`src/hdl/aescbc_pkg.sv`:
```
package aescbc_pkg;

    localparam int ROUND_COUNT = 10;
    localparam int CFG_IDX_W   = 3;
    localparam int CFG_DATA_W  = 64;
    localparam int QUEUE_DEPTH = 2;

    localparam logic [CFG_IDX_W-1:0] CFG_KEY_HIGH     = 3'd0;
    localparam logic [CFG_IDX_W-1:0] CFG_KEY_LOW      = 3'd1;
    localparam logic [CFG_IDX_W-1:0] CFG_IV_HIGH      = 3'd2;
    localparam logic [CFG_IDX_W-1:0] CFG_IV_LOW       = 3'd3;
    localparam logic [CFG_IDX_W-1:0] CFG_DECRYPT_MODE = 3'd4;

    typedef struct packed {
        logic [63:0] block_high;
        logic [63:0] block_low;
        logic        first_block;
    } t_in_item;

    typedef struct packed {
        logic [63:0] result_high;
        logic [63:0] result_low;
    } t_out_item;

    typedef struct packed {
        logic                  we;
        logic [CFG_IDX_W-1:0]  idx;
        logic [CFG_DATA_W-1:0] data;
    } t_cfg_wr;

    localparam logic [7:0] SBOX [256] = '{
        8'h63, 8'h7c, 8'h77, 8'h7b, 8'hf2, 8'h6b, 8'h6f, 8'hc5,
        8'h30, 8'h01, 8'h67, 8'h2b, 8'hfe, 8'hd7, 8'hab, 8'h76,
        8'hca, 8'h82, 8'hc9, 8'h7d, 8'hfa, 8'h59, 8'h47, 8'hf0,
        8'had, 8'hd4, 8'ha2, 8'haf, 8'h9c, 8'ha4, 8'h72, 8'hc0,
        8'hb7, 8'hfd, 8'h93, 8'h26, 8'h36, 8'h3f, 8'hf7, 8'hcc,
        8'h34, 8'ha5, 8'he5, 8'hf1, 8'h71, 8'hd8, 8'h31, 8'h15,
        8'h04, 8'hc7, 8'h23, 8'hc3, 8'h18, 8'h96, 8'h05, 8'h9a,
        8'h07, 8'h12, 8'h80, 8'he2, 8'heb, 8'h27, 8'hb2, 8'h75,
        8'h09, 8'h83, 8'h2c, 8'h1a, 8'h1b, 8'h6e, 8'h5a, 8'ha0,
        8'h52, 8'h3b, 8'hd6, 8'hb3, 8'h29, 8'he3, 8'h2f, 8'h84,
        8'h53, 8'hd1, 8'h00, 8'hed, 8'h20, 8'hfc, 8'hb1, 8'h5b,
        8'h6a, 8'hcb, 8'hbe, 8'h39, 8'h4a, 8'h4c, 8'h58, 8'hcf,
        8'hd0, 8'hef, 8'haa, 8'hfb, 8'h43, 8'h4d, 8'h33, 8'h85,
        8'h45, 8'hf9, 8'h02, 8'h7f, 8'h50, 8'h3c, 8'h9f, 8'ha8,
        8'h51, 8'ha3, 8'h40, 8'h8f, 8'h92, 8'h9d, 8'h38, 8'hf5,
        8'hbc, 8'hb6, 8'hda, 8'h21, 8'h10, 8'hff, 8'hf3, 8'hd2,
        8'hcd, 8'h0c, 8'h13, 8'hec, 8'h5f, 8'h97, 8'h44, 8'h17,
        8'hc4, 8'ha7, 8'h7e, 8'h3d, 8'h64, 8'h5d, 8'h19, 8'h73,
        8'h60, 8'h81, 8'h4f, 8'hdc, 8'h22, 8'h2a, 8'h90, 8'h88,
        8'h46, 8'hee, 8'hb8, 8'h14, 8'hde, 8'h5e, 8'h0b, 8'hdb,
        8'he0, 8'h32, 8'h3a, 8'h0a, 8'h49, 8'h06, 8'h24, 8'h5c,
        8'hc2, 8'hd3, 8'hac, 8'h62, 8'h91, 8'h95, 8'he4, 8'h79,
        8'he7, 8'hc8, 8'h37, 8'h6d, 8'h8d, 8'hd5, 8'h4e, 8'ha9,
        8'h6c, 8'h56, 8'hf4, 8'hea, 8'h65, 8'h7a, 8'hae, 8'h08,
        8'hba, 8'h78, 8'h25, 8'h2e, 8'h1c, 8'ha6, 8'hb4, 8'hc6,
        8'he8, 8'hdd, 8'h74, 8'h1f, 8'h4b, 8'hbd, 8'h8b, 8'h8a,
        8'h70, 8'h3e, 8'hb5, 8'h66, 8'h48, 8'h03, 8'hf6, 8'h0e,
        8'h61, 8'h35, 8'h57, 8'hb9, 8'h86, 8'hc1, 8'h1d, 8'h9e,
        8'he1, 8'hf8, 8'h98, 8'h11, 8'h69, 8'hd9, 8'h8e, 8'h94,
        8'h9b, 8'h1e, 8'h87, 8'he9, 8'hce, 8'h55, 8'h28, 8'hdf,
        8'h8c, 8'ha1, 8'h89, 8'h0d, 8'hbf, 8'he6, 8'h42, 8'h68,
        8'h41, 8'h99, 8'h2d, 8'h0f, 8'hb0, 8'h54, 8'hbb, 8'h16
    };

    // inverse of the affine map that follows the field inverse
    function automatic logic [7:0] affine_inv(input logic [7:0] v);
        return {v[6:0], v[7]} ^ {v[4:0], v[7:5]} ^ {v[1:0], v[7:2]} ^ 8'h05;
    endfunction

    function automatic logic [7:0] sbox_fwd(input logic [7:0] b);
        return SBOX[b];
    endfunction

    // field inverse of y is affine_inv(SBOX[y]), so one table serves both ways
    function automatic logic [7:0] sbox_inv(input logic [7:0] b);
        return affine_inv(SBOX[affine_inv(b)]);
    endfunction

    function automatic logic [7:0] xtime(input logic [7:0] b);
        return {b[6:0], 1'b0} ^ (b[7] ? 8'h1b : 8'h00);
    endfunction

    function automatic logic [127:0] byte_sub(input logic [127:0] s, input logic inv);
        logic [127:0] t;
        t = '0;
        for (int i = 0; i < 16; i++) begin
            t[127-8*i -: 8] = inv ? sbox_inv(s[127-8*i -: 8]) : sbox_fwd(s[127-8*i -: 8]);
        end
        return t;
    endfunction

    function automatic logic [127:0] row_shift(input logic [127:0] s, input logic inv);
        logic [127:0] t;
        int           o;
        t = '0;
        for (int c = 0; c < 4; c++) begin
            for (int r = 0; r < 4; r++) begin
                o = 4 * ((c + r) & 3) + r;
                if (inv) begin
                    t[127-8*o -: 8] = s[127-8*(4*c+r) -: 8];
                end else begin
                    t[127-8*(4*c+r) -: 8] = s[127-8*o -: 8];
                end
            end
        end
        return t;
    endfunction

    function automatic logic [31:0] mix_column(input logic [31:0] a, input logic inv);
        logic [7:0] x  [4];
        logic [7:0] x2 [4];
        logic [7:0] x4 [4];
        logic [7:0] x8 [4];
        logic [7:0] m  [4];
        logic [31:0] t;
        t = '0;
        for (int j = 0; j < 4; j++) begin
            x[j]  = a[31-8*j -: 8];
            x2[j] = xtime(x[j]);
            x4[j] = xtime(x2[j]);
            x8[j] = xtime(x4[j]);
        end
        for (int r = 0; r < 4; r++) begin
            if (inv) begin
                m[0] = x8[r] ^ x4[r] ^ x2[r];
                m[1] = x8[(r+1)&3] ^ x2[(r+1)&3] ^ x[(r+1)&3];
                m[2] = x8[(r+2)&3] ^ x4[(r+2)&3] ^ x[(r+2)&3];
                m[3] = x8[(r+3)&3] ^ x[(r+3)&3];
            end else begin
                m[0] = x2[r];
                m[1] = x2[(r+1)&3] ^ x[(r+1)&3];
                m[2] = x[(r+2)&3];
                m[3] = x[(r+3)&3];
            end
            t[31-8*r -: 8] = m[0] ^ m[1] ^ m[2] ^ m[3];
        end
        return t;
    endfunction

    function automatic logic [127:0] col_mix(input logic [127:0] s, input logic inv);
        logic [127:0] t;
        t = '0;
        for (int c = 0; c < 4; c++) begin
            t[127-32*c -: 32] = mix_column(s[127-32*c -: 32], inv);
        end
        return t;
    endfunction

endpackage

```
`src/hdl/aescbc_keyexp.sv`:
```
module aescbc_keyexp #(
    parameter  int ROUND_COUNT = aescbc_pkg::ROUND_COUNT,
    localparam int RND_W       = $clog2(ROUND_COUNT + 1)
) (
    input  logic                i_clk,
    input  logic                i_rst_n,
    input  aescbc_pkg::t_cfg_wr i_cfg,
    output logic                o_ready,
    input  logic [RND_W-1:0]    i_rd_idx,
    output logic [127:0]        o_rkey
);

    logic [127:0]     r_rk [ROUND_COUNT + 1];
    logic [63:0]      r_key_high, r_key_low;
    logic [127:0]     r_w;
    logic [7:0]       r_rc;
    logic [RND_W-1:0] r_cnt;
    logic             r_busy;
    logic [31:0]      rot, t;
    logic [127:0]     next_w;

    always_comb begin
        rot = {r_w[23:0], r_w[31:24]};
        t   = {aescbc_pkg::sbox_fwd(rot[31:24]), aescbc_pkg::sbox_fwd(rot[23:16]),
               aescbc_pkg::sbox_fwd(rot[15:8]),  aescbc_pkg::sbox_fwd(rot[7:0])}
              ^ {r_rc, 24'h0};
        next_w[127:96] = r_w[127:96] ^ t;
        next_w[95:64]  = r_w[95:64]  ^ next_w[127:96];
        next_w[63:32]  = r_w[63:32]  ^ next_w[95:64];
        next_w[31:0]   = r_w[31:0]   ^ next_w[63:32];
    end

    assign o_ready = !r_busy;
    assign o_rkey  = r_rk[i_rd_idx];

    always_ff @(posedge i_clk) begin
        if (r_busy) begin
            r_rk[r_cnt] <= r_w;
        end
    end

    always_ff @(posedge i_clk) begin
        if (!i_rst_n) begin
            r_key_high <= '0;
            r_key_low  <= '0;
            r_w        <= '0;
            r_rc       <= 8'h01;
            r_cnt      <= '0;
            r_busy     <= 1'b1;
        end else if (i_cfg.we && i_cfg.idx == aescbc_pkg::CFG_KEY_HIGH) begin
            r_key_high <= i_cfg.data;
            r_w        <= {i_cfg.data, r_key_low};
            r_rc       <= 8'h01;
            r_cnt      <= '0;
            r_busy     <= 1'b1;
        end else if (i_cfg.we && i_cfg.idx == aescbc_pkg::CFG_KEY_LOW) begin
            r_key_low <= i_cfg.data;
            r_w       <= {r_key_high, i_cfg.data};
            r_rc      <= 8'h01;
            r_cnt     <= '0;
            r_busy    <= 1'b1;
        end else if (r_busy) begin
            if (r_cnt == RND_W'(ROUND_COUNT)) begin
                r_busy <= 1'b0;
            end else begin
                r_w   <= next_w;
                r_rc  <= aescbc_pkg::xtime(r_rc);
                r_cnt <= r_cnt + 1'b1;
            end
        end
    end

endmodule

```
`config.mk`:
```
export PLATFORM = sky130hd
export DESIGN_NAME = aescbc_keyexp
export DESIGN_NICKNAME = d
export VERILOG_FILES = /design/src/hdl/aescbc_pkg.sv /design/src/hdl/aescbc_keyexp.sv
export SDC_FILE = /design/constraint.sdc
export NUM_CORES = 2
export LEC_CHECK = 0
export ABC_AREA = 1
export ABC_CLOCK_PERIOD_IN_PS = 6700
export BUFFER_PORTS_ARGS = -buffer_cell sky130_fd_sc_hd__buf_2
export CAP_MARGIN = 20
export CELL_PAD_IN_SITES_DETAIL_PLACEMENT = 0
export CELL_PAD_IN_SITES_GLOBAL_PLACEMENT = 2
export CORE_MARGIN = 2
export CORE_UTILIZATION = 38
export CTS_BUF_LIST = sky130_fd_sc_hd__clkbuf_8
export CTS_CLUSTER_DIAMETER = 80
export DETAILED_ROUTE_END_ITERATION = 8
export PLACE_DENSITY_LB_ADDON = 0.2
export REMOVE_ABC_BUFFERS = 1
export SYNTH_ARGS = -nofsm -noshare
export SYNTH_HDL_FRONTEND = slang
export SYNTH_SLANG_ARGS = --single-unit
```
`constraint.sdc`:
```
create_clock -name i_clk -period 6.7 [get_ports i_clk]
set_clock_uncertainty 0.15 [all_clocks]
set_input_delay 0.335 -clock i_clk [delete_from_list [all_inputs] [get_ports i_clk]]
set_output_delay 0.335 -clock i_clk [all_outputs]
set_load 0.005 [all_outputs]
```
==> impl_metrics.env <==
export IMPL_drt_wl_total_um=294000
export IMPL_place_gp_congestion=0.977
export IMPL_initial_core_util_pct=38.2
export IMPL_finalSetupViolations=0
export IMPL_io_buffers=202
export IMPL_grt_total_usage_pct=27.1
export IMPL_cap_viol_max_count=0
export IMPL_die_height_um=460
export IMPL_numCtsBuffers=308
export IMPL_ys_warn_count=0
export IMPL_post_cts_resized=0
export IMPL_fin_ws_ns=2.13
export IMPL_areaGrowthSynthToFinish_pct=12.9
export IMPL_yosys_most_used_dff="edfxtp_1"
export IMPL_pin_count=203
export IMPL_vias=65901
export IMPL_start_kind="flip-flop"
export IMPL_final_antenna_net_count=0
export IMPL_min_path_type="in2reg"
export IMPL_slew_viol_final=0
export IMPL_dp_hpwl_um=173000
export IMPL_grt_first_pass_wirelength_um=428000
export IMPL_overflow=0
export IMPL_fin_util_pct=43.2
export IMPL_crit_slowest_cell="dfxtp_1"
export IMPL_cts_hold_buf=145
export IMPL_cts_path_max_buffers=4
export IMPL_cts_setup_buffers=0
export IMPL_relSlewSlack_pct=26.9
export IMPL_path_common_cell="nand2_1"
export IMPL_die_w_um=460
export IMPL_syn_inst=8363
export IMPL_crit_chain="inv_2 > ha_1 > nand2_1 > nand3_1 > nand2_1 > nand2_1 > nand3_1 > nand2_1 > nand2_1 > nand3_1 > nand2_1 > nand2_1 > nand3_1 > nand2_1 > nand2_1 > nand3_1 > nand3_1 > nand2_1 > o21ai_0"
export IMPL_cpLargestDelayFamily="simple AND/OR/NAND/NOR gates"
export IMPL_fmax_mhz=219
export IMPL_synth_area_leaders="edfxtp_1, nand3_1, nand2_1"
export IMPL_row_count=167
export IMPL_drive_gt1_share_pct=9.71
export IMPL_synth_largest_area_cell="edfxtp_1"
export IMPL_cts_sinks=1677
export IMPL_fin_area_um2=89400
export IMPL_fp_coreArea_um2=207000
export IMPL_drc=0
export IMPL_worst_pin_slew_ns=1.09
export IMPL_synth_most_common_cell="nand2_1"
export IMPL_cts_max_level=5
export IMPL_power_density_nw_per_um2=404
export IMPL_worst_setup_path_type="reg2reg"
export IMPL_synthTopCellsByCount="nand2_1, edfxtp_1, nand3_1"
export IMPL_synth_edf_count=1408
export IMPL_cts_root_buf="clkbuf_8"
export IMPL_hold_violations=0
export IMPL_clk_latency_ns=1.08
export IMPL_die_area_um2=212000
export IMPL_critPathRequiredTime_ns=7.47
export IMPL_async_flop_share_pct=0
export IMPL_path_max_fanout=22
export IMPL_grt_max_degree=178
export IMPL_status="finished clean"
export IMPL_drt_iter0_markers=6794
export IMPL_clk_pin_slew_ns=0.06
export IMPL_whs_ns=0.115
export IMPL_ys_seq_elements=1677
export IMPL_irDropWorstVdd_mv=0.203
export IMPL_synth_avg_cell_area_um2=9.47
export IMPL_pre_cts_ws_ns=2.18
export IMPL_cts_tree="yes"
export IMPL_yosysUniqueCellTypes=42
export IMPL_first_pass_iters=8
export IMPL_yosysSeqAreaShare_pct=60.2
export IMPL_critical_path_endpoint_type="flip-flop"
export IMPL_post_route_period_util_pct=68.2
export IMPL_routed_via_density=5.71
export IMPL_rsz0062_at_grt="no"
export IMPL_syn_area_um2=79200
export IMPL_yosys_area_top_type_share_pct=53.4
export IMPL_antenna_found_initial=10
export IMPL_cp_arrival_ns=5.34
export IMPL_critical_path_max_stage_delay_ns=1.01
export IMPL_nets=8677
export IMPL_final_min_clock_period_ns=4.57
export IMPL_fill_cells=20114
export IMPL_post_drt_wl_per_cell_um=25.4
export IMPL_path_buf_inv=1
export IMPL_grt_pass1_vias=62958
export IMPL_cellLeakagePower_uw=0.0331
export IMPL_dpl_cell_area_um2=82400
[power by group]
part	internal, µW	leakage [µW]	switching [µW]	total, µW
logic	3490	0.0146	9130	12600
registers	13200	0.0153	1320	14500
clock network	4720	0.00317	4240	8960
total	21400	0.0331	14700	36100
[layout make-up]
type                       instances  area (µm²)  area share, %
inverter                         213         848          0.949
tap                             2788        3490           3.90
multi-input combinational       5869       28200           31.5
antenna                            7        17.5         0.0196
sequential                      1677       47700           53.4
timing repair buffer             470        3660           4.10
clock inverter                   200         998           1.12
clock buffer                     327        4500           5.04
[kinds of logic (layout without fill, tap and decap cells)]
group                    Yosys count  in the layout  share of synthesized area, %
other                              0              7                             0
flip-flops                      1677           1677                          60.2
adder cells (fa/ha/maj)           64             64                          1.01
AO/OA/AOI/OAI                   1701           1701                          12.3
AND/OR/NAND/NOR                 4093           4093                          22.0
XOR/XNOR                          11             11                         0.122
buffers and inverters            817           1210                          4.35
[worst reg2reg max path, stage by stage (launching register included)]
cell	delay (ns)
dfxtp_1	1.01
inv_2	0.42
ha_1	0.67
nand2_1	0.47
nand3_1	0.23
nand2_1	0.08
nand2_1	0.06
nand3_1	0.10
nand2_1	0.12
nand2_1	0.07
nand3_1	0.21
nand2_1	0.10
nand2_1	0.07
nand3_1	0.12
nand2_1	0.16
nand2_1	0.08
nand3_1	0.10
nand3_1	0.07
nand2_1	0.08
o21ai_0	0.07
[routing by layer]
metal  track usage (%)  up-vias  share of wire, %
li1                  -    30209                 -
met5                 0        -                 0
met2              43.1     2538                46
met4              8.88        0               2.9
met3              3.81      506               6.2
met1              37.9    32648                45
[final timing paths]
kind,to,startpoint,cells after the start,slack [ns]
max,r_w[43],r_w[0],19,2.13
min,r_key_high[19],i_cfg[19],4,0.11
max reg2reg,r_w[43],r_w[0],19,2.13
min reg2reg,r_rc[7],r_rc[6],2,0.30
[stage by stage]
step,total power [µW],cells,setup TNS [ns]
floorplan,22000,7759,-576.26
detailed placement,27000,10871,0
finish,36100,11551,0
CTS,36100,11543,0
global placement,27100,10871,0
global route,38100,11546,0
[sequential cells by signal (all words and copies together) (netlist names)]
signal,flops
r_busy,1
r_key_low,64
r_rk,1408
r_key_high,64
r_rc,8
r_w,128
r_cnt,4
[cells in the final DEF (no fill, tap or decap), types with 7 or more instances in the layout]
master,instances
a211oi_1,14
a21oi_1,289
a21oi_2,7
a31oi_1,42
a41oi_1,36
buf_12,17
buf_2,197
buf_4,106
clkbuf_8,328
clkinv_1,59
clkinv_2,42
clkinvlp_4,9
dfxtp_1,257
dfxtp_2,12
diode_2,7
dlygate4sd3_1,145
edfxtp_1,1408
ha_1,64
inv_1,264
inv_2,22
nand2_1,1729
nand2_2,40
nand3_1,1365
nand3b_1,25
nand4_1,12
nor2_1,871
nor2_4,17
o211ai_1,136
o21ai_0,910
o21ai_1,21
o221ai_1,117
o22ai_1,128
or2_2,13
xor2_1,10
Note: power is estimated with default switching activity, not from simulation.
