==> src/hdl/aescbc_pkg.sv <==
package aescbc_pkg;

    localparam int ROUND_COUNT = 10;
    localparam int CFG_IDX_W   = 3;
    localparam int CFG_DATA_W  = 64;
    localparam int QUEUE_DEPTH = 2;

    localparam logic [CFG_IDX_W-1:0] CFG_KEY_HIGH     = 3'd0;
    localparam logic [CFG_IDX_W-1:0] CFG_KEY_LOW      = 3'd1;
    localparam logic [CFG_IDX_W-1:0] CFG_IV_HIGH      = 3'd2;
    localparam logic [CFG_IDX_W-1:0] CFG_IV_LOW       = 3'd3;
    localparam logic [CFG_IDX_W-1:0] CFG_DECRYPT_MODE = 3'd4;

    typedef struct packed {
        logic [63:0] block_high;
        logic [63:0] block_low;
        logic        first_block;
    } t_in_item;

    typedef struct packed {
        logic [63:0] result_high;
        logic [63:0] result_low;
    } t_out_item;

    typedef struct packed {
        logic                  we;
        logic [CFG_IDX_W-1:0]  idx;
        logic [CFG_DATA_W-1:0] data;
    } t_cfg_wr;

    localparam logic [7:0] SBOX [256] = '{
        8'h63, 8'h7c, 8'h77, 8'h7b, 8'hf2, 8'h6b, 8'h6f, 8'hc5,
        8'h30, 8'h01, 8'h67, 8'h2b, 8'hfe, 8'hd7, 8'hab, 8'h76,
        8'hca, 8'h82, 8'hc9, 8'h7d, 8'hfa, 8'h59, 8'h47, 8'hf0,
        8'had, 8'hd4, 8'ha2, 8'haf, 8'h9c, 8'ha4, 8'h72, 8'hc0,
        8'hb7, 8'hfd, 8'h93, 8'h26, 8'h36, 8'h3f, 8'hf7, 8'hcc,
        8'h34, 8'ha5, 8'he5, 8'hf1, 8'h71, 8'hd8, 8'h31, 8'h15,
        8'h04, 8'hc7, 8'h23, 8'hc3, 8'h18, 8'h96, 8'h05, 8'h9a,
        8'h07, 8'h12, 8'h80, 8'he2, 8'heb, 8'h27, 8'hb2, 8'h75,
        8'h09, 8'h83, 8'h2c, 8'h1a, 8'h1b, 8'h6e, 8'h5a, 8'ha0,
        8'h52, 8'h3b, 8'hd6, 8'hb3, 8'h29, 8'he3, 8'h2f, 8'h84,
        8'h53, 8'hd1, 8'h00, 8'hed, 8'h20, 8'hfc, 8'hb1, 8'h5b,
        8'h6a, 8'hcb, 8'hbe, 8'h39, 8'h4a, 8'h4c, 8'h58, 8'hcf,
        8'hd0, 8'hef, 8'haa, 8'hfb, 8'h43, 8'h4d, 8'h33, 8'h85,
        8'h45, 8'hf9, 8'h02, 8'h7f, 8'h50, 8'h3c, 8'h9f, 8'ha8,
        8'h51, 8'ha3, 8'h40, 8'h8f, 8'h92, 8'h9d, 8'h38, 8'hf5,
        8'hbc, 8'hb6, 8'hda, 8'h21, 8'h10, 8'hff, 8'hf3, 8'hd2,
        8'hcd, 8'h0c, 8'h13, 8'hec, 8'h5f, 8'h97, 8'h44, 8'h17,
        8'hc4, 8'ha7, 8'h7e, 8'h3d, 8'h64, 8'h5d, 8'h19, 8'h73,
        8'h60, 8'h81, 8'h4f, 8'hdc, 8'h22, 8'h2a, 8'h90, 8'h88,
        8'h46, 8'hee, 8'hb8, 8'h14, 8'hde, 8'h5e, 8'h0b, 8'hdb,
        8'he0, 8'h32, 8'h3a, 8'h0a, 8'h49, 8'h06, 8'h24, 8'h5c,
        8'hc2, 8'hd3, 8'hac, 8'h62, 8'h91, 8'h95, 8'he4, 8'h79,
        8'he7, 8'hc8, 8'h37, 8'h6d, 8'h8d, 8'hd5, 8'h4e, 8'ha9,
        8'h6c, 8'h56, 8'hf4, 8'hea, 8'h65, 8'h7a, 8'hae, 8'h08,
        8'hba, 8'h78, 8'h25, 8'h2e, 8'h1c, 8'ha6, 8'hb4, 8'hc6,
        8'he8, 8'hdd, 8'h74, 8'h1f, 8'h4b, 8'hbd, 8'h8b, 8'h8a,
        8'h70, 8'h3e, 8'hb5, 8'h66, 8'h48, 8'h03, 8'hf6, 8'h0e,
        8'h61, 8'h35, 8'h57, 8'hb9, 8'h86, 8'hc1, 8'h1d, 8'h9e,
        8'he1, 8'hf8, 8'h98, 8'h11, 8'h69, 8'hd9, 8'h8e, 8'h94,
        8'h9b, 8'h1e, 8'h87, 8'he9, 8'hce, 8'h55, 8'h28, 8'hdf,
        8'h8c, 8'ha1, 8'h89, 8'h0d, 8'hbf, 8'he6, 8'h42, 8'h68,
        8'h41, 8'h99, 8'h2d, 8'h0f, 8'hb0, 8'h54, 8'hbb, 8'h16
    };

    // inverse of the affine map that follows the field inverse
    function automatic logic [7:0] affine_inv(input logic [7:0] v);
        return {v[6:0], v[7]} ^ {v[4:0], v[7:5]} ^ {v[1:0], v[7:2]} ^ 8'h05;
    endfunction

    function automatic logic [7:0] sbox_fwd(input logic [7:0] b);
        return SBOX[b];
    endfunction

    // field inverse of y is affine_inv(SBOX[y]), so one table serves both ways
    function automatic logic [7:0] sbox_inv(input logic [7:0] b);
        return affine_inv(SBOX[affine_inv(b)]);
    endfunction

    function automatic logic [7:0] xtime(input logic [7:0] b);
        return {b[6:0], 1'b0} ^ (b[7] ? 8'h1b : 8'h00);
    endfunction

    function automatic logic [127:0] byte_sub(input logic [127:0] s, input logic inv);
        logic [127:0] t;
        t = '0;
        for (int i = 0; i < 16; i++) begin
            t[127-8*i -: 8] = inv ? sbox_inv(s[127-8*i -: 8]) : sbox_fwd(s[127-8*i -: 8]);
        end
        return t;
    endfunction

    function automatic logic [127:0] row_shift(input logic [127:0] s, input logic inv);
        logic [127:0] t;
        int           o;
        t = '0;
        for (int c = 0; c < 4; c++) begin
            for (int r = 0; r < 4; r++) begin
                o = 4 * ((c + r) & 3) + r;
                if (inv) begin
                    t[127-8*o -: 8] = s[127-8*(4*c+r) -: 8];
                end else begin
                    t[127-8*(4*c+r) -: 8] = s[127-8*o -: 8];
                end
            end
        end
        return t;
    endfunction

    function automatic logic [31:0] mix_column(input logic [31:0] a, input logic inv);
        logic [7:0] x  [4];
        logic [7:0] x2 [4];
        logic [7:0] x4 [4];
        logic [7:0] x8 [4];
        logic [7:0] m  [4];
        logic [31:0] t;
        t = '0;
        for (int j = 0; j < 4; j++) begin
            x[j]  = a[31-8*j -: 8];
            x2[j] = xtime(x[j]);
            x4[j] = xtime(x2[j]);
            x8[j] = xtime(x4[j]);
        end
        for (int r = 0; r < 4; r++) begin
            if (inv) begin
                m[0] = x8[r] ^ x4[r] ^ x2[r];
                m[1] = x8[(r+1)&3] ^ x2[(r+1)&3] ^ x[(r+1)&3];
                m[2] = x8[(r+2)&3] ^ x4[(r+2)&3] ^ x[(r+2)&3];
                m[3] = x8[(r+3)&3] ^ x[(r+3)&3];
            end else begin
                m[0] = x2[r];
                m[1] = x2[(r+1)&3] ^ x[(r+1)&3];
                m[2] = x[(r+2)&3];
                m[3] = x[(r+3)&3];
            end
            t[31-8*r -: 8] = m[0] ^ m[1] ^ m[2] ^ m[3];
        end
        return t;
    endfunction

    function automatic logic [127:0] col_mix(input logic [127:0] s, input logic inv);
        logic [127:0] t;
        t = '0;
        for (int c = 0; c < 4; c++) begin
            t[127-32*c -: 32] = mix_column(s[127-32*c -: 32], inv);
        end
        return t;
    endfunction

endpackage

==> src/hdl/aescbc_front.sv <==
module aescbc_front (
    input  logic                 i_clk,
    input  logic                 i_rst_n,
    input  logic                 i_valid,
    output logic                 o_stall,
    input  aescbc_pkg::t_in_item i_data,
    output logic                 o_item_valid,
    output aescbc_pkg::t_in_item o_item,
    input  logic                 i_item_pop
);

    localparam int DEPTH = aescbc_pkg::QUEUE_DEPTH;
    localparam int PTR_W = (DEPTH > 1) ? $clog2(DEPTH) : 1;
    localparam int CNT_W = $clog2(DEPTH + 1);

    aescbc_pkg::t_in_item r_mem [DEPTH];
    logic [PTR_W-1:0]     r_wp, r_rp;
    logic [CNT_W-1:0]     r_cnt;
    logic                 push, pop;

    assign o_stall      = (r_cnt == CNT_W'(DEPTH));
    assign push         = i_valid && !o_stall;
    assign pop          = i_item_pop && (r_cnt != '0);
    assign o_item_valid = (r_cnt != '0);
    assign o_item       = r_mem[r_rp];

    always_ff @(posedge i_clk) begin
        if (push) begin
            r_mem[r_wp] <= i_data;
        end
    end

    always_ff @(posedge i_clk) begin
        if (!i_rst_n) begin
            r_wp  <= '0;
            r_rp  <= '0;
            r_cnt <= '0;
        end else begin
            if (push) begin
                r_wp <= (r_wp == PTR_W'(DEPTH - 1)) ? '0 : r_wp + 1'b1;
            end
            if (pop) begin
                r_rp <= (r_rp == PTR_W'(DEPTH - 1)) ? '0 : r_rp + 1'b1;
            end
            case ({push, pop})
                2'b10:   r_cnt <= r_cnt + 1'b1;
                2'b01:   r_cnt <= r_cnt - 1'b1;
                default: r_cnt <= r_cnt;
            endcase
        end
    end

endmodule

==> config.mk <==
export PLATFORM = sky130hd
export DESIGN_NAME = aescbc_front
export DESIGN_NICKNAME = d
export VERILOG_FILES = /design/src/hdl/aescbc_pkg.sv /design/src/hdl/aescbc_front.sv
export SDC_FILE = /design/constraint.sdc
export NUM_CORES = 1
export LEC_CHECK = 0
export BUFFER_PORTS_ARGS = -buffer_cell sky130_fd_sc_hd__buf_2
export CAP_MARGIN = 10
export CORE_AREA = 2 2 146 148
export CTS_CLUSTER_SIZE = 40
export DETAILED_ROUTE_END_ITERATION = 10
export DIE_AREA = 0 0 148 150
export MAX_ROUTING_LAYER = met4
export PLACE_DENSITY = 0.75
export REMOVE_ABC_BUFFERS = 1
export SETUP_SLACK_MARGIN = 0.2
export SYNTH_ARGS = -nofsm -noshare
export SYNTH_HDL_FRONTEND = slang
export SYNTH_SLANG_ARGS = --single-unit
==> constraint.sdc <==
create_clock -name i_clk -period 4 [get_ports i_clk]
set_clock_uncertainty 0.1 [all_clocks]
set_input_delay 0.4 -clock i_clk [delete_from_list [all_inputs] [get_ports i_clk]]
set_output_delay 0.4 -clock i_clk [all_outputs]
set_load 0.03 [all_outputs]
==> impl_results.md, run 1 <==
* Outcome: complete, no violations
* Number of search-and-repair iterations in the first detailed-routing pass at 4
* Storage cell area at around 0.0079 mm^2
* Share of cells above drive strength 1 at between 50% and 60%
* Number of clock sinks at roughly 260
* Worst-skew pair later-pin latency at about 0.51 ns
* Yosys warning total at 0
* Total core area at between 0.02 and 0.025 mm^2
* Clock transition at path regs at roughly 0.06 ns
* Worst EP required at around 3.5 ns
* Fin crit share at between 70% and 80%
* Area taken by multi-input logic gates at 0.00159 mm^2
* Vertical die dimension at ~150 um
* CP Capture Type: primary output
* Standby leakage power at roughly 5.0 nW
* Hold Slack at ~0.064 ns
* GP Congestion at about 0.8
* Startpoint of the worst-slack reg-to-reg timing path: r_cnt[0]$_SDFFE_PN0P_
* Die W at ~150 um
* Final routed DRC violation total at 0
* Instance area at placement at 0.0112 mm^2
* H-tree levels at 1
* # port buffers at 263
* Placed wire-length estimate at ~12 mm
* # rows at 53
* Worst setup path class: flip-flop to primary output
* Delay-heaviest family, CP: flip-flops
* Ports at 264
* Min Tclk post-route at between 2 and 3 ns
* Buffers plus inverters on the worst setup path at 2
* Adder-cell share of the synthesized area at less than 1%
* Origin of the worst min-delay path: i_rst_n
* Die area at between 0.02 and 0.025 mm^2
* Worst Slack Setup Final at around 1.2 ns
* Gate count of the mapped netlist at around 430
* Count of unique library cells instantiated by Yosys at 19
* Area growth, synth to finish at 40.1%
* Normalized max-slew margin at ~47%
* Post-route antenna net violation count at 0
* Hold Violations, Final at 0
* Launching element type of the critical path: flip-flop
* Total of flip-flops plus latches after synthesis at roughly 260
* Post-synthesis share of cell area spent on xor and xnor gates at less than 1%
* Main combinational cell family by area after synthesis: multiplexers
* Worst reg2reg setup slack at ~1.6 ns
* Clock buffer depth at 3
* Worst path cell trace: buf_4 > mux2_2 > buf_2
* Mux cell area share after synthesis at between 15 and 20%
* Number of nets at the end of the flow at around 970
* Max incr delay on CP at about 0.74 ns
* Met2 track demand over resource in global routing at 31.7%
* Achievable frequency at between 0.3 and 0.4 GHz
* Met3 usage in global routing at approximately 3.4%
* Total CTS buffers at 26
* Total routed wirelength at around 20 mm
* Filler cells at between 1000 and 1500
* Classification of the worst-slack hold path: input pin to flip-flop
* Max FO, Critical Path at 44
* Root buffer cell: clkbuf_16
* Resize count post-CTS at 0
* Synth Area in Compound Gates at less than 1%
* Actual transition at the worst max-transition pin at 0.796 ns
* R2r endpoint: r_mem[0][68]$_DFFE_PP_
* Worst Hold Endpoint: r_cnt[0]$_SDFFE_PN0P_
* Detail-routed net length per standard cell at about 18 um
* Busiest layer in global routing: met2
* Average instance area after synthesis at approximately 22 um^2
* WHS Path Cells at 2
* Pwr per Cell Area at approximately 650 mW/mm^2
* Global-route usage over all layers at roughly 18%
* TritonCTS clock tree: yes
* Initial standard-cell utilization of the core at a little under half
* Simple-gate area share of the yosys netlist at less than 1%
* Worst-case setup slack after placement at about 1.6 ns
* Portion of the post-synthesis area used by sequential elements at between 80% and 90%
* Unrepaired setup endpoints after global routing: false
* Overall overflow remaining after global route at 0
* Placed cells at about 960
* Mapped Area at ~0.0095 mm^2
* Worst Path Arrival at 2.31 ns
* Number of vias after detailed routing at between 5000 and 6000
* Vias in the first global route at 5884
* Final setup vio count at 0
* Max IR drop VDD at around 0.00052 V
* Detailed router's first-iteration violation count at between 200 and 300
* Slowest CP cell: dfxtp_4
* Length in cells of the worst reg-to-reg path at 5
* Pins Over Slew Limit at 0
* Global-route wire length before repair at 30.1 mm
* Maximum Capacitance Violations at 0
* Final standard cell count with taps included and fillers excluded at approximately 1100
* Met1 capacity usage during global routing at between 20% and 30%
* Maximum number of pins on one net before global-route repair at between 70 and 80
* Number of vias per cell at just under 5
* Post-route cell area at between 0.01 and 0.015 mm^2
* Initial antenna violation count at 1
logic make-up (layout without fill, tap and decap cells):
logic type | after synthesis | count (layout)
multiplexers | 129 | 129
other | 0 | 1
adder cells (fa/ha/maj) | 1 | 1
AND/OR/NAND/NOR | 9 | 9
flip-flops | 263 | 263
buffers and inverters | 17 | 448
XOR/XNOR | 3 | 3
AO/OA/AOI/OAI | 5 | 5
how the worst max path moves through the flow:
stage / depth (start not counted) / slack [ns] / to
after detailed placement: 5 / 1.62 / r_mem[0][127]$_DFFE_PP_
after global routing: 3 / 1.08 / o_item[116]
after global placement: 5 / 1.71 / r_mem[0][95]$_DFFE_PP_
after CTS: 3 / 1.18 / o_item[116]
final: 3 / 1.19 / o_item[127]
after floorplan: 1 / -0.27 / o_item[0]
power breakdown:
part | total (mW) | internal, mW | switching, mW
Clock | 2.36 | 1.38 | 0.974
Sequential | 3.64 | 3.48 | 0.164
Combinational | 2.71 | 0.989 | 1.72
cells in the final DEF (no fill, tap or decap):
cell type      instances
clkbuf_1               5
clkbuf_16             27
mux2_2               129
clkinv_1               4
clkinvlp_4             2
dfxtp_1                4
bufinv_16              2
inv_2                  1
dfxtp_4                1
nand2b_2               1
xnor2_1                3
nand2_1                1
or2_2                  1
and2_1                 1
clkbuf_8               1
or3_1                  2
nor2b_1                2
o21ai_0                2
inv_1                  1
diode_2                1
inv_6                  1
ha_1                   1
buf_2                263
and3_4                 1
dlygate4sd3_1        129
edfxtp_1             258
clkinv_2               5
buf_4                  2
a21boi_1               2
o21a_1                 1
clkinv_4               2
buf_12                 3
worst register-to-register path, delay by kind of cell, from the launching register on:
| kind | cells | cell delay [ns] |
|---|---|---|
| DFF | 1 | 0.43 |
| buffers and inverters | 3 | 0.96 |
| and+or+nand+nor | 2 | 0.58 |
synthesized netlist by cell type, drive strengths merged:
cell type | count | area [um^2]
a21boi | 2 | 15.0
and2 | 1 | 6.26
and3 | 1 | 6.26
buf | 14 | 72.6
dfxtp | 5 | 100
edfxtp | 258 | 7750
ha | 1 | 12.5
inv | 3 | 11.3
mux2 | 129 | 1450
nand2 | 1 | 3.75
nand2b | 1 | 8.76
nor2b | 2 | 12.5
o21a | 1 | 7.51
o21ai | 2 | 10.0
or2 | 1 | 6.26
or3 | 2 | 12.5
xnor2 | 3 | 26.3
sequential cells by signal, summed over array words and instances (netlist names), named ones only:
register / cells
r_wp: 1
r_cnt: 2
r_rp: 1
r_mem: 258
area by class of cell:
type,instances,share of cell area [%]
sequential,263,58.9
inverter,3,0.122
tap,275,2.58
timing repair buffer,397,20.1
antenna,1,0.0188
clock inverter,15,0.995
multi-input combinational,147,11.9
clock buffer,33,5.32
repair_timing:
action,CTS,global route
hold endpoints to repair,258,0
buffers inserted,0,0
hold buffers,129,0
metal layers:
metal | vias to the layer above | part of all wire, % | routed length, um
met1 | 2706 | 39 | 7920
met5 | - | 0 | 0
li1 | 2523 | - | -
met2 | 209 | 53 | 10700
met3 | 42 | 5.6 | 1140
met4 | 0 | 2.3 | 467
through the flow:
step | total power [mW] | util (%) | setup TNS, ns
floorplan | 5.59 | - | -60.96
global placement | 6.22 | 54.1 | 0
detailed placement | 6.29 | 54.1 | 0
CTS | 8.75 | 64.4 | 0
global route | 9.03 | 64.4 | 0
finish | 8.71 | 64.4 | 0
(Power assumes the default switching activity.)
==> inputs of run 2 (changes only) <==
- CORE_AREA: 2 2 146 148 -> 2 2 139 141
- DIE_AREA: 0 0 148 150 -> 0 0 141 143
- PLACE_DENSITY: 0.75 -> 0.78
- clock period: 4 -> 2.7 ns (I/O delays scaled with it)
==> run 2 against run 1 <==
  * Clock power up 41%
  * First-iteration DRC count decreased by 5.8%
  * Setup slack lost 0.81 ns
  * Clock-buffer cell count fell by 2
  * Critical path type unchanged
  * Sequential share of layout area barely moved
  * Register-to-register slack lost 1.0 ns
==> impl_results.md, run 2 (synthesized netlist as in run 1, its figures left out) <==
* Number of search-and-repair iterations in the first detailed-routing pass at 4 (unchanged)
* Number of vias per cell at 4.95 (was 4.83)
* Amount of wire on met2 after detailed routing at 10.7 mm (about the same)
* Length in cells of the worst reg-to-reg path at 5 (unchanged)
* Unrepaired setup endpoints after global routing: false (unchanged)
* Overall overflow remaining after global route at 0 (unchanged)
* Ports at 264 (unchanged)
* Sum of routed wire segments on met1 at 8.04 mm (was 7.92 mm)
* Area growth, synth to finish at 40.0% (was 40.1%)
* Number of nets at the end of the flow at 979 (was 972)
* Standby leakage power at 5.03 nW (was 5.01 nW)
* Global-route wire length before repair at 30.9 mm (was 30.1 mm)
* Actual transition at the worst max-transition pin at 0.572 ns (was 0.796 ns)
* Vias in the first global route at 5949 (was 5884)
* Max FFs per register at 258 (unchanged)
* Clock buffer depth at 3 (unchanged)
* Max IR drop VDD at 0.000765 V (was 0.000519 V)
* Classification of the worst-slack hold path: input pin to flip-flop (unchanged)
* Final routed DRC violation total at 0 (unchanged)
* Clock transition at path regs at 0.06 ns (about the same)
* # rows at 50 (was 53)
* Final total negative setup slack at 0 ns (unchanged)
* Share of cells above drive strength 1 at 51.3% (was 51.5%)
* Launching element type of the critical path: flip-flop (unchanged)
* Placed wire-length estimate at 11.8 mm (about the same)
* Final Power at 12.8 mW (was 8.71 mW)
* Post-route antenna net violation count at 0 (unchanged)
* Final standard cell count with taps included and fillers excluded at 1098 (was 1134)
* CP Capture Type: primary output (unchanged)
* Min Tclk post-route at 2.32 ns
* Die area at 0.0202 mm^2 (was 0.0222 mm^2)
* Total core area at 0.0186 mm^2 (was 0.0207 mm^2)
* Delay-heaviest family, CP: flip-flops (unchanged)
* Initial standard-cell utilization of the core at 51.2% (was 46.0%)
* Final setup vio count at 0 (unchanged)
* Most used cells in the layout excluding fill and tap cells: buf_2, edfxtp_1, dlygate4sd3_1 (was buf_2, edfxtp_1, mux2_2, dlygate4sd3_1, clkbuf_16)
* Largest register by flop count: r_mem (unchanged)
* Maximum number of pins on one net before global-route repair at 88 (was 75)
* Largest registers: r_mem: 258 flops, r_cnt: 2 flops (unchanged)
* Startpoint of the worst-slack reg-to-reg timing path: r_cnt[0]$_SDFFE_PN0P_ (unchanged)
* Max incr delay on CP at 0.54 ns (was 0.74 ns)
* Pins Over Slew Limit at 0 (unchanged)
* Resize count post-CTS at 0 (unchanged)
* Number of vias after detailed routing at 5434 (was 5480)
* Total routed wirelength at 20.5 mm (was 20.2 mm)
* Placed cells at 920 (was 956)
* R2r endpoint: r_mem[0][13]$_DFFE_PP_ (was r_mem[0][68]$_DFFE_PP_)
* Worst EP required at 2.33 ns (was 3.50 ns)
* Global-route usage over all layers at 20.3% (was 17.8%)
* GP Congestion at 0.760 (was 0.802)
* Detail-routed net length per standard cell at 18.7 um (was 17.8 um)
* Total CTS buffers at 26 (unchanged)
* Normalized max-slew margin at 61.8% (was 47.0%)
* Worst setup path class: flip-flop to primary output (unchanged)
* Achievable frequency at 0.432 GHz
* Max FO, Critical Path at 44 (unchanged)
* Initial antenna violation count at 0 (was 1)
* Number of clock sinks at 263 (unchanged)
* Worst Path Arrival at 1.95 ns (was 2.31 ns)
* # port buffers at 263 (unchanged)
* Worst Hold Endpoint: r_wp$_SDFFE_PN0N_ (was r_cnt[0]$_SDFFE_PN0P_)
* Buffers plus inverters on the worst setup path at 2 (unchanged)
* Maximum Capacitance Violations at 0 (unchanged)
* Outcome: complete, no violations (unchanged)
* Vertical die dimension at 143 um (was 150 um)
* Highest signal layer in the routed design: met4 (unchanged)
* Origin of the worst min-delay path: i_valid (was i_rst_n)
* Worst reg2reg setup slack at 0.56 ns (was 1.60 ns)
* Fin crit share at approximately 86%
* Instance area at placement at 0.0112 mm^2 (about the same)
* Die W at 141 um (was 148 um)
* H-tree levels at 1 (unchanged)
* Detail Route met3 WL at 1.42 mm (was 1.14 mm)
* TritonCTS clock tree: yes (unchanged)
* Most frequent standard cell in the layout excluding fill and tap cells: buf_2 (unchanged)
* Detailed router's first-iteration violation count at 258 (was 274)
* WHS Path Cells at 4 (was 2)
* Hold Violations, Final at 0 (unchanged)
* Pwr per Cell Area at 964 mW/mm^2 (was 654 mW/mm^2)
* Slowest CP cell: dfxtp_4 (unchanged)
* Worst path cell trace: buf_12 > mux2_2 > buf_2 (was buf_4 > mux2_2 > buf_2)
* Root buffer cell: clkbuf_16 (unchanged)
* Post-route cell area at 0.0133 mm^2 (about the same)
* Worst-skew pair later-pin latency at 0.51 ns (about the same)
==> run 2: worst max-delay path by stage <==
stage	depth (start not counted)	slack (ns)	end
3_5_place_dp	5	0.57	r_mem[0][74]$_DFFE_PP_
5_1_grt	3	0.27	o_item[84]
4_1_cts	3	0.34	o_item[93]
3_3_place_gp	5	0.65	r_mem[0][65]$_DFFE_PP_
6_report	3	0.38	o_item[84]
2_1_floorplan	2	-1.46	r_mem[1][0]$_DFFE_PP_
==> run 2: cell type report <==
cell class	instances	area [um^2]
antenna	1	2.50
inverter	3	16.3
tap	234	293
multi-input combinational	147	1590
timing repair buffer	404	2780
clock inverter	15	96.3
sequential	263	7850
fill	1071	5260
clock buffer	31	691
==> run 2: routing by layer <==
metal  global-route usage [%]  vias up
met1                     23.4     2638
met2                     36.1      219
li1                         -     2538
met4                     5.26        0
met3                     4.90       39
met5                        -        -
==> run 2: where the power goes <==
part	internal, mW	switching (mW)	total (mW)
clock	1.91	1.42	3.32
sequential	5.15	0.194	5.35
combinational	1.54	2.63	4.17
==> run 2: tightest hold or removal path, stage by stage <==
cell,delay (ns)
buf_2,0.11
inv_1,0.05
o21ai_0,0.15
a21boi_1,0.07
==> run 2: per-stage QoR <==
step	hold slack (ns)	util [%]	setup WS, ns
final	0.0802	71.7	0.384
after global routing	0.101	71.7	0.269
after CTS	0.0533	71.7	0.340
after detailed placement	0.362	60.3	0.574
after global placement	0.357	60.3	0.647
after floorplan	0.269	-	-1.46
==> run 2: timing repair <==
item	4_1_cts	5_1_grt
buffers inserted	1	0
endpoints found under the hold margin	263	0
hold buffers	130	0
endpoints found under the setup margin	8	0
==> inputs of run 3 (changes only) <==
- CORE_AREA: 2 2 139 141 -> 2 2 149 151
- DIE_AREA: 0 0 141 143 -> 0 0 151 153
- GPL_ROUTABILITY_DRIVEN: unset -> 0
- PLACE_DENSITY: 0.78 -> 0.69
==> run 3 against run 2 <==
  * Wire length fell by 4.1%
  * Clock power rose by 6.3%
  * Highest routed layer unchanged
  * Critical path type unchanged
  * Largest cell class unchanged
  * Core utilization fell by 9.3 points
  * Via count increased by 0.22%
  * Critical endpoint is now o_item[53]
==> impl_results.md, run 3 (synthesized netlist as in run 1, its figures left out) <==
* Highest signal layer in the routed design: met4 (unchanged)
* Min Tclk post-route at 2.33 ns (was 2.32 ns)
* Clock transition at path regs at 0.06 ns (about the same)
* # rows at 54 (was 50)
* Most frequent standard cell in the layout excluding fill and tap cells: buf_2 (unchanged)
* Post-route antenna net violation count at 0 (unchanged)
* Final standard cell count with taps included and fillers excluded at 1141 (was 1098)
* Global-route wire length before repair at 29.5 mm (was 30.9 mm)
* Root buffer cell: clkbuf_16 (unchanged)
* Actual transition at the worst max-transition pin at 0.445 ns (was 0.572 ns)
* Number of vias after detailed routing at 5446 (was 5434)
* Hold Violations, Final at 0 (unchanged)
* Max IR drop VDD at 0.000754 V (was 0.000765 V)
* Unrepaired setup endpoints after global routing: false (unchanged)
* Launching element type of the critical path: flip-flop (unchanged)
* Maximum Capacitance Violations at 0 (unchanged)
* Worst reg2reg setup slack at 0.78 ns (was 0.56 ns)
* Standby leakage power at 5.05 nW (was 5.03 nW)
* Largest register by flop count: r_mem (unchanged)
* Placed cells at 962 (was 920)
* Worst setup path class: flip-flop to primary output (unchanged)
* Number of clock sinks at 263 (unchanged)
* Detailed router's first-iteration violation count at 277 (was 258)
* Final setup vio count at 0 (unchanged)
* Worst-skew pair later-pin latency at 0.51 ns (about the same)
* Normalized max-slew margin at 70.3% (was 61.8%)
* Total CTS buffers at 27 (was 26)
* Layout Utilization at 62.4% (was 71.7%)
* Maximum number of pins on one net before global-route repair at 68 (was 88)
* Pwr per Cell Area at 968 mW/mm^2 (was 964 mW/mm^2)
* # diodes at 0 (was 1)
* Total core area at 0.0215 mm^2 (was 0.0186 mm^2)
* Number of vias per cell at 4.77 (was 4.95)
* Detail-routed net length per standard cell at 17.3 um (was 18.7 um)
* Area growth, synth to finish at 40.9% (was 40.0%)
* Initial standard-cell utilization of the core at 44.3% (was 51.2%)
* Worst path cell trace: buf_16 > mux2_2 > buf_2 (was buf_12 > mux2_2 > buf_2)
* Length in cells of the worst reg-to-reg path at 5 (unchanged)
* Ports at 264 (unchanged)
* Logic depth of the worst setup path including buffers at 3 (unchanged)
* Classification of the worst-slack hold path: input pin to flip-flop (unchanged)
* Amount of wire on met2 after detailed routing at 10.2 mm (was 10.7 mm)
* Outcome: complete, no violations (unchanged)
* Vertical die dimension at 153 um (was 143 um)
* H-tree levels at 1 (unchanged)
* Crit path to: o_item[53] (was o_item[84])
* Achievable frequency at 0.429 GHz (was 0.432 GHz)
* Worst Path Arrival at 1.96 ns (was 1.95 ns)
* Instance area at placement at 0.0112 mm^2 (about the same)
* Die area at 0.0231 mm^2 (was 0.0202 mm^2)
* Sum of routed wire segments on met1 at 7.65 mm (was 8.04 mm)
* R2r endpoint: r_mem[0][121]$_DFFE_PP_ (was r_mem[0][13]$_DFFE_PP_)
* Final routed DRC violation total at 0 (unchanged)
* Clock buffer depth at 3 (unchanged)
* CP Capture Type: primary output (unchanged)
* Vias in the first global route at 5839 (was 5949)
* Detail Route met3 WL at 1.37 mm (was 1.42 mm)
* Global-route usage over all layers at 16.7% (was 20.3%)
* Largest registers: r_mem: 258 flops, r_cnt: 2 flops (unchanged)
* Worst EP required at 2.33 ns (about the same)
* Overall overflow remaining after global route at 0 (unchanged)
* Most used cells in the layout excluding fill and tap cells: buf_2, edfxtp_1, dlygate4sd3_1 (unchanged)
* Number of search-and-repair iterations in the first detailed-routing pass at 4 (unchanged)
* Startpoint of the worst-slack reg-to-reg timing path: r_cnt[0]$_SDFFE_PN0P_ (unchanged)
* Max FFs per register at 258 (unchanged)
* Slowest CP cell: dfxtp_4 (unchanged)
* Max FO, Critical Path at 61 (was 44)
* Initial antenna violation count at 0 (unchanged)
* TritonCTS clock tree: yes (unchanged)
* # port buffers at 263 (unchanged)
* Pins Over Slew Limit at 0 (unchanged)
* Share of cells above drive strength 1 at 51.3% (about the same)
* Post-route cell area at 0.0134 mm^2 (was 0.0133 mm^2)
* Number of nets at the end of the flow at 976 (was 979)
* Buffers plus inverters on the worst setup path at 2 (unchanged)
* Total routed wirelength at 19.7 mm (was 20.5 mm)
* Die W at 151 um (was 141 um)
* Fin crit share at 86.3% (was 85.8%)
* Max incr delay on CP at 0.50 ns (was 0.54 ns)
* Delay-heaviest family, CP: flip-flops (unchanged)
* Placed wire-length estimate at 11.7 mm (was 11.8 mm)
## run 3: cell count changes in the layout (fill, tap and decap cells not counted), sizes merged
cell / before / now
clkinv: 13 / 12
diode: 1 / 0
buf: 274 / 270
bufinv: 1 / 3
clkinvlp: 1 / 0
clkbuf: 31 / 33
## run 3: through the flow
step | setup TNS, ns | total power [mW] | hold slack [ns] | setup WS [ns]
finish | 0 | 13.0 | 0.0690 | 0.369
detailed placement | 0 | 9.37 | 0.361 | 0.767
CTS | 0 | 13.1 | 0.0441 | 0.201
global placement | 0 | 9.28 | 0.357 | 0.799
floorplan | -547.29 | 8.29 | 0.269 | -1.46
global route | 0 | 13.5 | 0.121 | 0.294
## run 3: metal layers
| layer | global-route usage (%) | vias to the layer above |
|---|---|---|
| li1 | - | 2531 |
| met1 | 18.8 | 2665 |
| met2 | 29.7 | 205 |
| met3 | 3.55 | 45 |
| met4 | 4.94 | 0 |
| met5 | - | - |
## run 3: how the worst min path moves through the flow
| stage | from | endpoint | cells after the start |
|---|---|---|---|
| 2_1_floorplan | i_data[0] | r_mem[0][0]$_DFFE_PP_ | 0 |
| 3_3_place_gp | i_data[45] | r_mem[1][45]$_DFFE_PP_ | 1 |
| 3_5_place_dp | i_data[88] | r_mem[0][88]$_DFFE_PP_ | 1 |
| 4_1_cts | i_valid | r_wp$_SDFFE_PN0N_ | 4 |
| 5_1_grt | i_valid | r_wp$_SDFFE_PN0N_ | 4 |
| 6_report | i_valid | r_wp$_SDFFE_PN0N_ | 4 |
## run 3: report_power, final
part	total (mW)	leakage, nW	switching (mW)	internal [mW]
Clock	3.53	0.417	1.42	2.11
Sequential	5.33	2.46	0.177	5.15
Combinational	4.12	2.17	2.60	1.52
Total	13.0	5.05	4.19	8.78
## run 3: area by class of cell
type | count | area, um^2
inverters | 3 | 13.8
repair buffers | 400 | 2760
clock buffers | 33 | 698
well taps | 280 | 350
clock inverters | 15 | 144
multi-input cells | 147 | 1590
flip-flops and latches | 263 | 7850
fillers | 1491 | 8090
## run 3: repair_timing
| action | 4_1_cts | 5_1_grt |
|---|---|---|
| hold buffers | 130 | 0 |
| endpoints found under the hold margin | 263 | 0 |
| endpoints found under the setup margin | 0 | 55 |
| buffers inserted | 0 | 1 |
| gates resized for setup | 0 | 1 |
## run 3: worst reg2reg max path: stages, from the launching register on
cell	delay, ns
dfxtp_1	0.41
nand2b_2	0.18
inv_2	0.04
or3_1	0.36
inv_4	0.10
buf_12	0.33
